File: src/hw/rtl/cvlg_pkg.sv
`default_nettype none
// ----------------------------------------------------------------------------
// cvlg_pkg
// Shared types and constants of the character video line generator.
// ----------------------------------------------------------------------------
package cvlg_pkg;

	// item kinds carried on the input tuser
	typedef enum logic [1:0] {
		OP_INSTR_DONE   = 2'd0,
		OP_CHAR_FETCH   = 2'd1,
		OP_PATTERN_DATA = 2'd2,
		OP_RESERVED     = 2'd3
	} opcode_t;

	// register indexes of the configuration port
	localparam logic REG_LINE_PERIOD = 1'b0;

	localparam logic [9:0]  PERIOD_RESET = 10'd190;
	localparam logic [10:0] NMI_RESET    = 11'd190;
	localparam logic [10:0] HSYNC_RESET  = 11'd194;
	localparam logic [15:0] SYNC_SET     = 16'd20;
	localparam logic [7:0]  SYNC_BYTE    = 8'hFF;
	localparam logic [3:0]  MAX_FILL_SYNC = 4'd7;

	// controller -> datapath
	typedef struct packed {
		logic load;     // input transaction taken this cycle
		logic advance;  // output transaction taken, not the last one
	} cvlg_cmd_t;

	// datapath -> controller
	typedef struct packed {
		logic emits;    // current input item produces at least one result
		logic at_last;  // result on the output is the item's last
	} cvlg_status_t;

endpackage : cvlg_pkg
`default_nettype wire

File: src/hw/rtl/cvlg_ctrl.sv
`default_nettype none
// ----------------------------------------------------------------------------
// cvlg_ctrl
// Controller: takes one input item, then walks its results out.
// ----------------------------------------------------------------------------
module cvlg_ctrl (
	input  wire logic                  clk,
	input  wire logic                  arst_n,
	input  wire logic                  s_tvalid,
	output logic                       s_tready,
	output logic                       m_tvalid,
	input  wire logic                  m_tready,
	output cvlg_pkg::cvlg_cmd_t        cmd,
	input  wire cvlg_pkg::cvlg_status_t st
);

	typedef enum logic {
		ST_IDLE,
		ST_BUSY
	} state_t;

	state_t state_q;

	assign s_tready = (state_q == ST_IDLE);
	assign m_tvalid = (state_q == ST_BUSY);

	always_comb begin
		cmd.load    = s_tvalid && s_tready;
		cmd.advance = m_tvalid && m_tready && !st.at_last;
	end

	always_ff @(posedge clk or negedge arst_n) begin
		if (!arst_n) begin
			state_q <= ST_IDLE;
		end else begin
			case (state_q)
				ST_IDLE: begin
					if (s_tvalid && st.emits) state_q <= ST_BUSY;
				end
				ST_BUSY: begin
					if (m_tready && st.at_last) state_q <= ST_IDLE;
				end
				default: state_q <= ST_IDLE;
			endcase
		end
	end

endmodule : cvlg_ctrl
`default_nettype wire

File: src/hw/rtl/cvlg_dp.sv
`default_nettype none
// ----------------------------------------------------------------------------
// cvlg_dp
// Datapath: line counters, row, pending byte, sync length and result regs.
// ----------------------------------------------------------------------------
module cvlg_dp (
	input  wire logic                   clk,
	input  wire logic                   arst_n,
	input  wire cvlg_pkg::cvlg_cmd_t    cmd,
	output cvlg_pkg::cvlg_status_t      st,
	input  wire logic [9:0]             line_period,
	input  wire cvlg_pkg::opcode_t      opcode,
	input  wire logic [4:0]             tstates,
	input  wire logic                   nmi_gen_on,
	input  wire logic                   hsync_gen_on,
	input  wire logic                   refresh_bit6,
	input  wire logic [7:0]             char_code,
	input  wire logic [7:0]             table_page,
	input  wire logic [7:0]             pattern_byte,
	output logic                        is_address,
	output logic [7:0]                  video_byte,
	output logic [15:0]                 pattern_address,
	output logic                        nmi_request,
	output logic                        int_request,
	output logic                        line_sync,
	output logic [15:0]                 sync_length,
	output logic                        last
);

	typedef struct packed {
		logic        fire;
		logic [10:0] next;
	} tick_t;

	// down-count with floor at -1024, reload by the period on expiry
	function automatic tick_t tick(input logic [10:0] cnt, input logic [4:0] ts,
		input logic [9:0] per);
		logic signed [11:0] v;
		tick_t r;
		v = $signed({cnt[10], cnt}) - $signed({7'b0, ts});
		if (v < -12'sd1024) v = -12'sd1024;
		r.fire = (v <= 12'sd0);
		r.next = r.fire ? 11'(v + $signed({2'b0, per})) : v[10:0];
		return r;
	endfunction

	// architectural state
	logic [10:0] nmi_cnt_q, hsync_cnt_q;
	logic [2:0]  row_q;
	logic        invert_q, pend_valid_q;
	logic [7:0]  pend_byte_q;
	logic [15:0] sync_acc_q;

	// result registers
	logic        is_addr_q, synced_q, nmi_flag_q, int_flag_q;
	logic [3:0]  body_q, total_q, idx_q;
	logic [7:0]  byte_q;
	logic [15:0] addr_q;

	tick_t       nmi_t, hs_t;
	logic        synced;
	logic [3:0]  fills, nfill, body, total;
	logic [16:0] acc_sum;
	logic [15:0] addr_next;

	always_comb begin
		nmi_t     = tick(nmi_cnt_q, tstates, line_period);
		hs_t      = tick(hsync_cnt_q, tstates, line_period);
		synced    = hs_t.fire && hsync_gen_on;
		fills     = 4'(({1'b0, tstates} + 6'd3) >> 2);
		nfill     = (synced && fills > cvlg_pkg::MAX_FILL_SYNC) ? cvlg_pkg::MAX_FILL_SYNC
			: fills;
		body      = pend_valid_q ? 4'd1 : nfill;
		total     = body + (synced ? 4'd2 : 4'd0);
		acc_sum   = {1'b0, sync_acc_q} + {12'b0, tstates};
		addr_next = {table_page, 8'b0} + {6'b0, char_code[6:0], 3'b0}
			+ {13'b0, row_q};
	end

	always_comb begin
		case (opcode)
			cvlg_pkg::OP_INSTR_DONE: st.emits = (total != 4'd0);
			cvlg_pkg::OP_CHAR_FETCH: st.emits = 1'b1;
			default:                 st.emits = 1'b0;
		endcase
		st.at_last = (idx_q == total_q - 4'd1);
	end

	always_ff @(posedge clk or negedge arst_n) begin
		if (!arst_n) begin
			nmi_cnt_q    <= cvlg_pkg::NMI_RESET;
			hsync_cnt_q  <= cvlg_pkg::HSYNC_RESET;
			row_q        <= 3'd0;
			invert_q     <= 1'b0;
			pend_valid_q <= 1'b0;
			pend_byte_q  <= 8'd0;
			sync_acc_q   <= 16'd0;
			idx_q        <= 4'd0;
		end else if (cmd.load) begin
			idx_q <= 4'd0;
			case (opcode)
				cvlg_pkg::OP_INSTR_DONE: begin
					nmi_cnt_q    <= nmi_t.next;
					hsync_cnt_q  <= hs_t.next;
					pend_valid_q <= 1'b0;
					if (synced) begin
						sync_acc_q <= cvlg_pkg::SYNC_SET;
						row_q      <= row_q + 3'd1;
					end
					if (!hsync_gen_on) begin
						sync_acc_q <= acc_sum[16] ? 16'hFFFF : acc_sum[15:0];
						row_q      <= 3'd7;
					end
				end
				cvlg_pkg::OP_CHAR_FETCH: begin
					invert_q <= char_code[7];
				end
				cvlg_pkg::OP_PATTERN_DATA: begin
					pend_byte_q  <= invert_q ? ~pattern_byte : pattern_byte;
					pend_valid_q <= 1'b1;
				end
				default: begin
				end
			endcase
		end else if (cmd.advance) begin
			idx_q <= idx_q + 4'd1;
		end
	end

	// result payload, captured with the item
	always_ff @(posedge clk or negedge arst_n) begin
		if (!arst_n) begin
			is_addr_q  <= 1'b0;
			addr_q     <= 16'd0;
			total_q    <= 4'd0;
			body_q     <= 4'd0;
			synced_q   <= 1'b0;
			nmi_flag_q <= 1'b0;
			int_flag_q <= 1'b0;
			byte_q     <= 8'd0;
		end else if (cmd.load) begin
			is_addr_q  <= (opcode == cvlg_pkg::OP_CHAR_FETCH);
			addr_q     <= addr_next;
			if (opcode == cvlg_pkg::OP_CHAR_FETCH) begin
				total_q    <= 4'd1;
				body_q     <= 4'd0;
				synced_q   <= 1'b0;
				nmi_flag_q <= 1'b0;
				int_flag_q <= 1'b0;
				byte_q     <= 8'd0;
			end else begin
				total_q    <= total;
				body_q     <= body;
				synced_q   <= synced;
				nmi_flag_q <= nmi_t.fire && nmi_gen_on;
				int_flag_q <= !refresh_bit6;
				byte_q     <= pend_valid_q ? pend_byte_q : (hsync_gen_on ? 8'h00 : 8'hFF);
			end
		end
	end

	always_comb begin
		is_address      = is_addr_q;
		last            = st.at_last;
		video_byte      = is_addr_q ? 8'h00 : ((idx_q < body_q) ? byte_q : cvlg_pkg::SYNC_BYTE);
		pattern_address = is_addr_q ? addr_q : 16'h0000;
		nmi_request     = st.at_last && nmi_flag_q;
		int_request     = st.at_last && int_flag_q;
		line_sync       = synced_q;
		sync_length     = sync_acc_q;
	end

endmodule : cvlg_dp
`default_nettype wire

File: src/hw/rtl/char_video_line_generator_core.sv
`default_nettype none
// ----------------------------------------------------------------------------
// char_video_line_generator_core
// Scanline byte generator driven by CPU events (fetch, pattern, instruction).
// ----------------------------------------------------------------------------
// Usage:
//  - Slave stream takes one event per transaction; tuser holds the kind:
//    instruction done, char fetch or pattern data.
//  - Master stream returns results: a pattern address for a char fetch,
//    or up to nine video bytes for an instruction done (pending byte or
//    fill bytes, then two sync bytes when hsync fires). tlast marks the
//    final result of an event; NMI/INT requests ride on that result only.
//  - Pattern data updates state and reserved kinds change nothing; neither returns anything.
//  - Output: first result is on the master side in the cycle after the
//    input transaction. The result registers are drained one result per
//    cycle while the receiver is ready; an event with no results leaves
//    the block idle.
//  - While results are pending, s_tready stays low; a stalled receiver
//    simply holds the current result until taken.
//  - APB register line_period sits at address 0, reset 190. Write it only
//    while the block is idle.
//  - Reset: counters load 190 (NMI) and 194 (hsync), row, pending byte,
//    invert flag and sync length clear; no result is pending.
// ----------------------------------------------------------------------------
module char_video_line_generator_core (
	input  wire logic        clk,
	input  wire logic        arst_n,
	// slave stream
	input  wire logic        s_tvalid,
	output logic             s_tready,
	// [4:0] tstates, [5] nmi_gen_on, [6] hsync_gen_on, [7] refresh_bit6,
	// [15:8] char_code, [23:16] table_page, [31:24] pattern_byte
	input  wire logic [31:0] s_tdata,
	// [1:0] opcode
	input  wire logic [1:0]  s_tuser,
	// master stream
	output logic             m_tvalid,
	input  wire logic        m_tready,
	// [7:0] video_byte, [23:8] pattern_address, [24] nmi_request,
	// [25] int_request, [26] line_sync, [42:27] sync_length, [47:43] zero
	output logic [47:0]      m_tdata,
	// [0] is_address
	output logic             m_tuser,
	output logic             m_tlast,
	// APB configuration port
	input  wire logic        psel,
	input  wire logic        penable,
	input  wire logic        pwrite,
	input  wire logic [2:0]  paddr,
	input  wire logic [31:0] pwdata,
	output logic [31:0]      prdata,
	output logic             pready
);

	cvlg_pkg::cvlg_cmd_t    cmd;
	cvlg_pkg::cvlg_status_t st;

	logic [9:0]  line_period_q;
	logic        is_address, nmi_request, int_request, line_sync;
	logic [7:0]  video_byte;
	logic [15:0] pattern_address, sync_length;

	// config register; index is the word address
	assign pready = 1'b1;
	assign prdata = (paddr[2] == cvlg_pkg::REG_LINE_PERIOD) ? {22'b0, line_period_q} : 32'b0;

	always_ff @(posedge clk or negedge arst_n) begin
		if (!arst_n) begin
			line_period_q <= cvlg_pkg::PERIOD_RESET;
		end else if (psel && penable && pwrite && pready
			&& paddr[2] == cvlg_pkg::REG_LINE_PERIOD) begin
			line_period_q <= pwdata[9:0];
		end
	end

	cvlg_ctrl u_ctrl (
		.clk      (clk),
		.arst_n   (arst_n),
		.s_tvalid (s_tvalid),
		.s_tready (s_tready),
		.m_tvalid (m_tvalid),
		.m_tready (m_tready),
		.cmd      (cmd),
		.st       (st)
	);

	cvlg_dp u_dp (
		.clk             (clk),
		.arst_n          (arst_n),
		.cmd             (cmd),
		.st              (st),
		.line_period     (line_period_q),
		.opcode          (cvlg_pkg::opcode_t'(s_tuser)),
		.tstates         (s_tdata[4:0]),
		.nmi_gen_on      (s_tdata[5]),
		.hsync_gen_on    (s_tdata[6]),
		.refresh_bit6    (s_tdata[7]),
		.char_code       (s_tdata[15:8]),
		.table_page      (s_tdata[23:16]),
		.pattern_byte    (s_tdata[31:24]),
		.is_address      (is_address),
		.video_byte      (video_byte),
		.pattern_address (pattern_address),
		.nmi_request     (nmi_request),
		.int_request     (int_request),
		.line_sync       (line_sync),
		.sync_length     (sync_length),
		.last            (m_tlast)
	);

	assign m_tuser = is_address;
	assign m_tdata = {5'b0, sync_length, line_sync, int_request, nmi_request,
		pattern_address, video_byte};

	// no new event while results are still owed
	a_busy_blocks_input: assert property (@(posedge clk) disable iff (!arst_n)
		m_tvalid |-> !s_tready)
		else $error("input accepted while results pending");

	// a result that is not last is always followed by another
	a_run_continues: assert property (@(posedge clk) disable iff (!arst_n)
		(m_tvalid && m_tready && !m_tlast) |=> m_tvalid)
		else $error("result run ended before tlast");

	// an address result stands alone and carries no video or requests
	a_addr_alone: assert property (@(posedge clk) disable iff (!arst_n)
		(m_tvalid && m_tuser) |-> (m_tlast && m_tdata[7:0] == 8'h00 && !m_tdata[24]
			&& !m_tdata[25] && !m_tdata[26]))
		else $error("malformed address result");

endmodule : char_video_line_generator_core
`default_nettype wire

File: config.mk
export PLATFORM = sky130hd
export DESIGN_NAME = char_video_line_generator_core
export DESIGN_NICKNAME = d
export VERILOG_FILES = /design/src/hw/rtl/cvlg_pkg.sv /design/src/hw/rtl/cvlg_ctrl.sv /design/src/hw/rtl/cvlg_dp.sv /design/src/hw/rtl/char_video_line_generator_core.sv
export SDC_FILE = /design/constraint.sdc
export NUM_CORES = 1
export LEC_CHECK = 0
export ABC_CLOCK_PERIOD_IN_PS = 5000
export BUFFER_PORTS_ARGS = -buffer_cell sky130_fd_sc_hd__buf_2
export CAP_MARGIN = 20
export CORE_ASPECT_RATIO = 0.5
export CORE_MARGIN = 4
export CORE_UTILIZATION = 48
export DETAILED_ROUTE_END_ITERATION = 10
export PLACE_DENSITY = 0.72
export SYNTH_ARGS = -nofsm -noshare
export SYNTH_HDL_FRONTEND = slang
export SYNTH_HIERARCHICAL = 1
export SYNTH_SLANG_ARGS = --single-unit
File: constraint.sdc
create_clock -name clk -period 5 [get_ports clk]
set_input_delay 0.75 -clock clk [delete_from_list [all_inputs] [get_ports clk]]
set_output_delay 0.75 -clock clk [all_outputs]
set_load 0.01 [all_outputs]
==> impl_metrics.csv, run 1 <==
group,metric,value,unit
timing,fin_setup_tns,0,ns
critical_path,critPathArrivalTime,4.72,ns
timing,finalSetupViolations,0,
synthesis,synth_top_area_cell,"dfrtp_1",
finish,antenna_cells,0,
critical_path,rr_endpoint,"u_ctrl/m_tvalid",
timing,finClkSkew,0.00669,ns
synthesis,synthCells,829,
timing,timing.final.crit_period,4.52,ns
placed_design,port_buffers,108,
clock_network,clk_pin_slew,0.07,ns
route,vias,6279,
clock_network,holdBufCountCts,0,
timing,timing.max_slew.rel_slack,37.0,%
finish,instances_no_fill,1130,
timing,hold_violations,0,
power,ir_worst_vdd,0.000258,V
timing,fin_crit_sh,90.5,%
clock_network,numCtsBuffers,9,
global_route,grt.overflow.total,0,
floorplan,pin_count,161,
finish,nets,1054,
finish,layout-drive-gt1-share,20.7,%
route,wl_per_cell,16.3,um
clock_network,ctsResizeCount,0,
clock_network,root_buffer,"clkbuf_16",
timing,setup_ws,0.477,ns
global_route,grt_max_degree,66,
route,drt_iter0_markers,482,
critical_path,rr_startpoint,"u_dp/hsync_cnt_q[0]",
route,drc_errors,0,
clock_network,cts_tree,"done",
clock_network,clockBufferDepth,2,
synthesis,ys_top_cells_by_area,"dfrtp_1 (29%), ha_1 (7.6%), dfstp_2 (5.3%)",
synthesis,synth_edf_count,0,
synthesis,syn_area,0.00741,mm^2
flow_run,maxCapViolCount,0,
power,pwr_density_cell,679,mW/mm^2
critical_path,setup.worst_path.start,"s_tdata[0]",
critical_path,cp_max_fo,5,
synthesis,synth_cell_types,79,
route,via_per_inst,5.56,
global_route,grt_pass1_wl,29900,um
critical_path,ff2ff_setup_slack,0.61,ns
clock_network,cts_max_level,3,
floorplan,die_h,95.8,um
route,routed_wl,18400,um
placed_design,placed_cells_incl_taps,1114,
route,dr.pass1.iters,5,
critical_path,endpoint_kind,"flop",
worst_hold_path,hold_class,"flop to flop",
critical_path,ff2ff_path_depth,19,
synthesis,synth-seq-cells,102,
timing,tightest_slew,0.936,ns
critical_path,endpoint,"u_ctrl/m_tvalid",
clock_network,numClockSinks,102,
clock_network,postCtsSetupRepairBufs,0,
synthesis,synthArstFlopShare,100,%
timing,fmaxAchievable,221,MHz
floorplan,initial_core_util,50.1,%
finish,area_growth,11.9,%
critical_path,cp-start-kind,"primary input",
floorplan,die_x,184,um
synthesis,synth_area_per_cell,8.93,um^2
critical_path,crit_type,"primary input to flop",
clock_network,clkLatencyLatePin,0.35,ns
placed_design,gp_congestion,0.860,
outcome,status,"finished, final reports clean",
floorplan,fp-row-count,31,
synthesis,synth_ff_type,"dfrtp_1",
placed_design,dp_hpwl,13500,um
global_route,grt_usage,20.9,%
route,ant_nets,0,
global_route,antenna_found_initial,0,
power,cellLeakagePower,3.91,nW
placed_design,dp_worst_setup_slack,0.245,ns
timing,rsz0062_at_grt,"false",
timing,slew_viol_final,0,
synthesis,yosys_warnings,6,
global_route,grt_pass1_vias,6095,
floorplan,die_area,0.0176,mm^2
floorplan,core-area,0.0148,mm^2
synthesis,ys_seq_area_share,34.7,%
synthesis,synth_top_area_share,29.4,%
critical_path,cp.required,5.20,ns
==> power breakdown <==
| group | leakage [nW] | internal (W) | switching [W] |
|---|---|---|---|
| logic | 2.51 | 0.00152 | 0.00195 |
| registers | 1.26 | 0.00116 | 0.000301 |
| clock network | 0.141 | 0.000350 | 0.000350 |
| total | 3.91 | 0.00303 | 0.00260 |
==> layer usage <==
| layer | track usage (%) | share of wire [%] | vias to the layer above |
|---|---|---|---|
| met1 | 28.7 | 47 | 2964 |
| met2 | 35.3 | 45 | 214 |
| li1 | - | - | 3086 |
| met4 | 4.21 | 0.98 | 0 |
| met5 | 0 | 0 | - |
| met3 | 3.62 | 6.8 | 15 |
==> cell type report <==
cell class / count / area, um^2
fill: 1328 / 6490
clock inverter: 7 / 66.3
sequential: 102 / 2570
timing repair buffer: 121 / 641
clock buffer: 9 / 225
tap: 198 / 248
multi-input combinational: 642 / 4350
inverter: 51 / 191
==> cell usage after synthesis, drive strengths merged, types with 3 or more instances <==
cell	number
buf	36
or2	5
and2	22
and3	7
nand3	23
a21oi	57
a22oi	5
mux2i	4
nand3b	5
o21a	4
o2111ai	3
dfstp	15
o21ai	51
a21o	8
o22ai	11
nor2b	20
a211oi	6
nand2b	12
a22o	4
o21bai	5
o211ai	7
o2bb2ai	3
a221oi	5
dfrtp	87
ha	45
fa	6
xor2	17
nor2	61
a31oi	15
clkbuf	23
nor3	22
nor4	5
inv	50
or3	6
or4	5
nand4	6
o32ai	3
xnor2	35
nand2	63
mux2	22
==> layout by cell type, fill, tap and decap left out, types with 6 or more instances in the layout <==
cell       count
a211oi_1       6
a21o_1         8
a21oi_1       57
a31oi_1       14
and2_1        21
and3_1         6
buf_2        107
buf_4         14
clkbuf_16      9
conb_1        28
dfrtp_1       87
dfstp_2       15
fa_1           6
ha_1          45
inv_1         50
mux2_2        11
mux2_4        11
nand2_1       63
nand2b_1      12
nand3_1       23
nand4_1        6
nor2_1        61
nor2b_1       20
nor3_1        22
o211ai_1       7
o21ai_0       43
o21ai_1        7
o22ai_1       11
xnor2_1       35
xor2_1        17
==> registers in the layout (all words and copies together), names as in the netlist <==
name	cells
u_dp/int_flag_q	1
u_dp/line_sync	1
u_dp/pend_byte_q	8
u_dp/byte_q	8
u_dp/total_q	4
u_dp/is_address	1
line_period_q	10
u_dp/pend_valid_q	1
u_dp/nmi_cnt_q	11
u_dp/addr_q	16
u_dp/nmi_flag_q	1
u_dp/invert_q	1
u_ctrl/m_tvalid	1
u_dp/body_q	4
u_dp/sync_length	16
u_dp/idx_q	4
u_dp/hsync_cnt_q	11
u_dp/row_q	3
==> worst max-delay path, stage by stage <==
cell and delay (ns):
buf_2 0.14, ha_1 0.18, inv_1 0.06, fa_1 0.39, a211oi_1 0.24, buf_4 0.18
o21ai_0 0.12, xor2_1 0.23, nor4bb_1 0.42, a31oi_1 0.23, o31a_1 0.31, nor3_1 0.17
ha_1 0.18, ha_1 0.25, nor4_1 0.34, and4b_1 0.24, a221oi_1 0.08, a21oi_1 0.15
a31oi_1 0.05
==> metrics by stage <==
stage / power (W) / hold WS [ns] / util (%) / instance area [um^2]
2_1_floorplan: 0.00401 / 0.446 / - / 7500
3_3_place_gp: 0.00475 / 0.457 / 54.1 / 8000
3_5_place_dp: 0.00488 / 0.467 / 54.1 / 8000
4_1_cts: 0.00561 / 0.477 / 56.1 / 8290
5_1_grt: 0.00612 / 0.489 / 56.1 / 8290
6_report: 0.00563 / 0.476 / 56.1 / 8290
==> worst min path at each step <==
stage / from / endpoint / slack (ns) / cells past startpoint
2_1_floorplan: arst_n / line_period_q[0] / 0.45 / 0
3_3_place_gp: u_dp/nmi_cnt_q[3] / u_dp/nmi_cnt_q[3] / 0.46 / 2
3_5_place_dp: u_dp/nmi_cnt_q[3] / u_dp/nmi_cnt_q[3] / 0.47 / 2
4_1_cts: u_dp/nmi_cnt_q[3] / u_dp/nmi_cnt_q[3] / 0.48 / 2
5_1_grt: u_dp/nmi_cnt_q[3] / u_dp/nmi_cnt_q[3] / 0.49 / 2
6_report: u_dp/nmi_cnt_q[2] / u_dp/nmi_cnt_q[2] / 0.48 / 2
==> cell families after synthesis <==
logic type / after synthesis / share of synthesized area [%]
compound gates: 211 / 18.3
xor+xnor: 52 / 6.15
fa+ha+maj: 51 / 9.22
buf+inv: 111 / 7.91
flops: 102 / 34.7
mux: 26 / 4.44
other cells: 2 / 0.101
simple gates: 274 / 19.1
(Power assumes the default switching activity.)
==> run 2: changes to the inputs <==
--- a/config.mk
+++ b/config.mk
@@ -5,7 +5,7 @@
 export SDC_FILE = /design/constraint.sdc
 export NUM_CORES = 1
 export LEC_CHECK = 0
-export ABC_CLOCK_PERIOD_IN_PS = 5000
+export ABC_CLOCK_PERIOD_IN_PS = 5600
 export BUFFER_PORTS_ARGS = -buffer_cell sky130_fd_sc_hd__buf_2
 export CAP_MARGIN = 20
 export CORE_ASPECT_RATIO = 0.5
==> constraint.sdc (replaced) <==
create_clock -name clk -period 5.6 [get_ports clk]
set_input_delay 0.84 -clock clk [delete_from_list [all_inputs] [get_ports clk]]
set_output_delay 0.84 -clock clk [all_outputs]
set_load 0.01 [all_outputs]
==> run 2 against run 1 <==
Effect of this change: wire length rose by 0.61%; sequential share of layout area barely moved; sequential cell count did not move; via count rose by 0.19%.
==> impl_metrics.csv, run 2 (synthesis results as in run 1) <==
group,metric,value,unit
finish,layout_common_cells,"buf_2 (107), dfrtp_1 (87), nand2_1 (63)",
route,wl_per_cell,16.5,um
clock_network,cts_tree,"done",
finish,layout-drive-gt1-share,20.2,%
clock_network,root_buffer,"clkbuf_16",
clock_network,ctsResizeCount,0,
clock_network,cts_max_level,3,
floorplan,die_x,184,um
timing,fin_setup_tns,0,ns
route,drt_iter0_markers,490,
floorplan,fp-row-count,31,
global_route,grt.overflow.total,0,
timing,finClkSkew,0.0107,ns
timing,slew_viol_final,0,
route,drc_errors,0,
finish,utilization,56.0,%
route,routed_wl,18500,um
finish,nets,1048,
timing,timing.final.crit_period,4.90,ns
power,power_frac_seq,26.0,%
worst_hold_path,hold_class,"flop to flop",
finish,post-route-cell-area,0.00828,mm^2
clock_network,postCtsSetupRepairBufs,0,
critical_path,endpoint,"u_ctrl/m_tvalid",
timing,rsz0062_at_grt,"false",
power,switching_share,45.7,%
power,switching_power,0.00231,W
finish,antenna_cells,0,
route,dr.pass1.iters,5,
floorplan,initial_core_util,50.1,%
critical_path,endpoint_kind,"flop",
critical_path,rr_endpoint,"u_ctrl/m_tvalid",
power,comb_power_share,60.7,%
finish,fillCellCount,1363,
critical_path,rr_startpoint,"u_dp/hsync_cnt_q[0]",
global_route,antenna_found_initial,0,
route,ant_nets,0,
floorplan,core-area,0.0148,mm^2
floorplan,pin_count,161,
placed_design,port_buffers,108,
finish,area_growth,11.8,%
critical_path,ff2ff_path_depth,18,
timing,fmaxAchievable,204,MHz
clock_network,numClockSinks,102,
clock_network,holdBufCountCts,0,
floorplan,die_area,0.0176,mm^2
critical_path,crit_type,"primary input to flop",
outcome,status,"finished, final reports clean",
global_route,grt_pass1_wl,29500,um
power,finalPower,0.00504,W
placed_design,gp_congestion,0.905,
clock_network,numCtsBuffers,9,
power,cellLeakagePower,3.90,nW
clock_network,clockBufferDepth,2,
clock_network,clk_pin_slew,0.07,ns
critical_path,critPathArrivalTime,5.09,ns
flow_run,maxCapViolCount,0,
placed_design,place_area,0.00795,mm^2
power,intPower,0.00273,W
critical_path,cp.required,5.79,ns
timing,tightest_slew,0.976,ns
timing,fin_crit_sh,87.4,%
clock_network,clkLatencyLatePin,0.35,ns
power,pwr_density_cell,609,mW/mm^2
power,pwr-share-clk,13.3,%
global_route,grt_max_degree,65,
critical_path,cp_max_fo,5,
critical_path,setup.worst_path.start,"s_tdata[0]",
finish,multiInputGateArea,0.00435,mm^2
global_route,grt_usage,20.7,%
timing,timing.max_slew.rel_slack,34.4,%
power,ir_worst_vdd,0.000232,V
floorplan,die_h,95.8,um
critical_path,cp-start-kind,"primary input",
timing,finalSetupViolations,0,
placed_design,dp_hpwl,13600,um
route,via_per_inst,5.60,
timing,hold_violations,0,
finish,regArea,0.00257,mm^2
route,vias,6291,
global_route,grt_pass1_vias,5888,
finish,layout_commonest_cell,"buf_2",
critical_path,ff2ff_setup_slack,0.93,ns
## run 2: stage by stage
step	std cells	hold WS, ns	setup WS [ns]
6_report	1124	0.470	0.704
2_1_floorplan	855	0.446	1.30
3_5_place_dp	1108	0.461	0.432
3_3_place_gp	1108	0.457	0.607
4_1_cts	1124	0.472	0.772
5_1_grt	1124	0.493	0.371
## run 2: final cells by class
class	count	share of cell area, %
clock inverters	7	1.24
inverters	51	2.31
flip-flops and latches	102	31.0
multi-input cells	642	52.5
repair buffers	115	7.19
well taps	198	2.99
clock buffers	9	2.72
## run 2: worst min-delay path by stage
stage,depth (start not counted),slack (ns),to,start
global route,2,0.49,u_dp/nmi_cnt_q[2],u_dp/nmi_cnt_q[2]
finish,2,0.47,u_dp/nmi_cnt_q[3],u_dp/nmi_cnt_q[3]
detailed placement,2,0.46,u_dp/nmi_cnt_q[3],u_dp/nmi_cnt_q[3]
CTS,2,0.47,u_dp/nmi_cnt_q[3],u_dp/nmi_cnt_q[3]
floorplan,2,0.45,u_dp/addr_q[9],u_dp/addr_q[9]
global placement,2,0.46,u_dp/nmi_cnt_q[3],u_dp/nmi_cnt_q[3]
## run 2: power groups by stage
stage / combinational [W] / sequential (W) / clock [W]
floorplan: 0.00236 / 0.00122 / 0
global placement: 0.00291 / 0.00130 / 0
detailed placement: 0.00301 / 0.00132 / 0
CTS: 0.00304 / 0.00131 / 0.000693
global route: 0.00340 / 0.00135 / 0.000724
finish: 0.00306 / 0.00131 / 0.000670
## run 2: critical path, stage by stage
cell	delay (ns)
buf_2	0.14
ha_1	0.18
inv_1	0.07
fa_1	0.41
a211oi_1	0.48
o21ai_0	0.23
xor2_1	0.22
nor4bb_1	0.43
a31oi_1	0.24
o31a_1	0.31
nor3_1	0.16
ha_1	0.20
ha_1	0.25
nor4_1	0.36
and4b_1	0.25
a221oi_1	0.10
a21oi_1	0.15
a31oi_1	0.05
## run 2: per-layer routing
metal | GRT usage (%) | part of all wire [%] | up-vias
li1 | - | - | 3067
met1 | 28.7 | 46 | 2965
met2 | 34.0 | 46 | 234
met3 | 3.28 | 6.6 | 25
met4 | 5.76 | 1.6 | 0
met5 | 0 | 0 | -
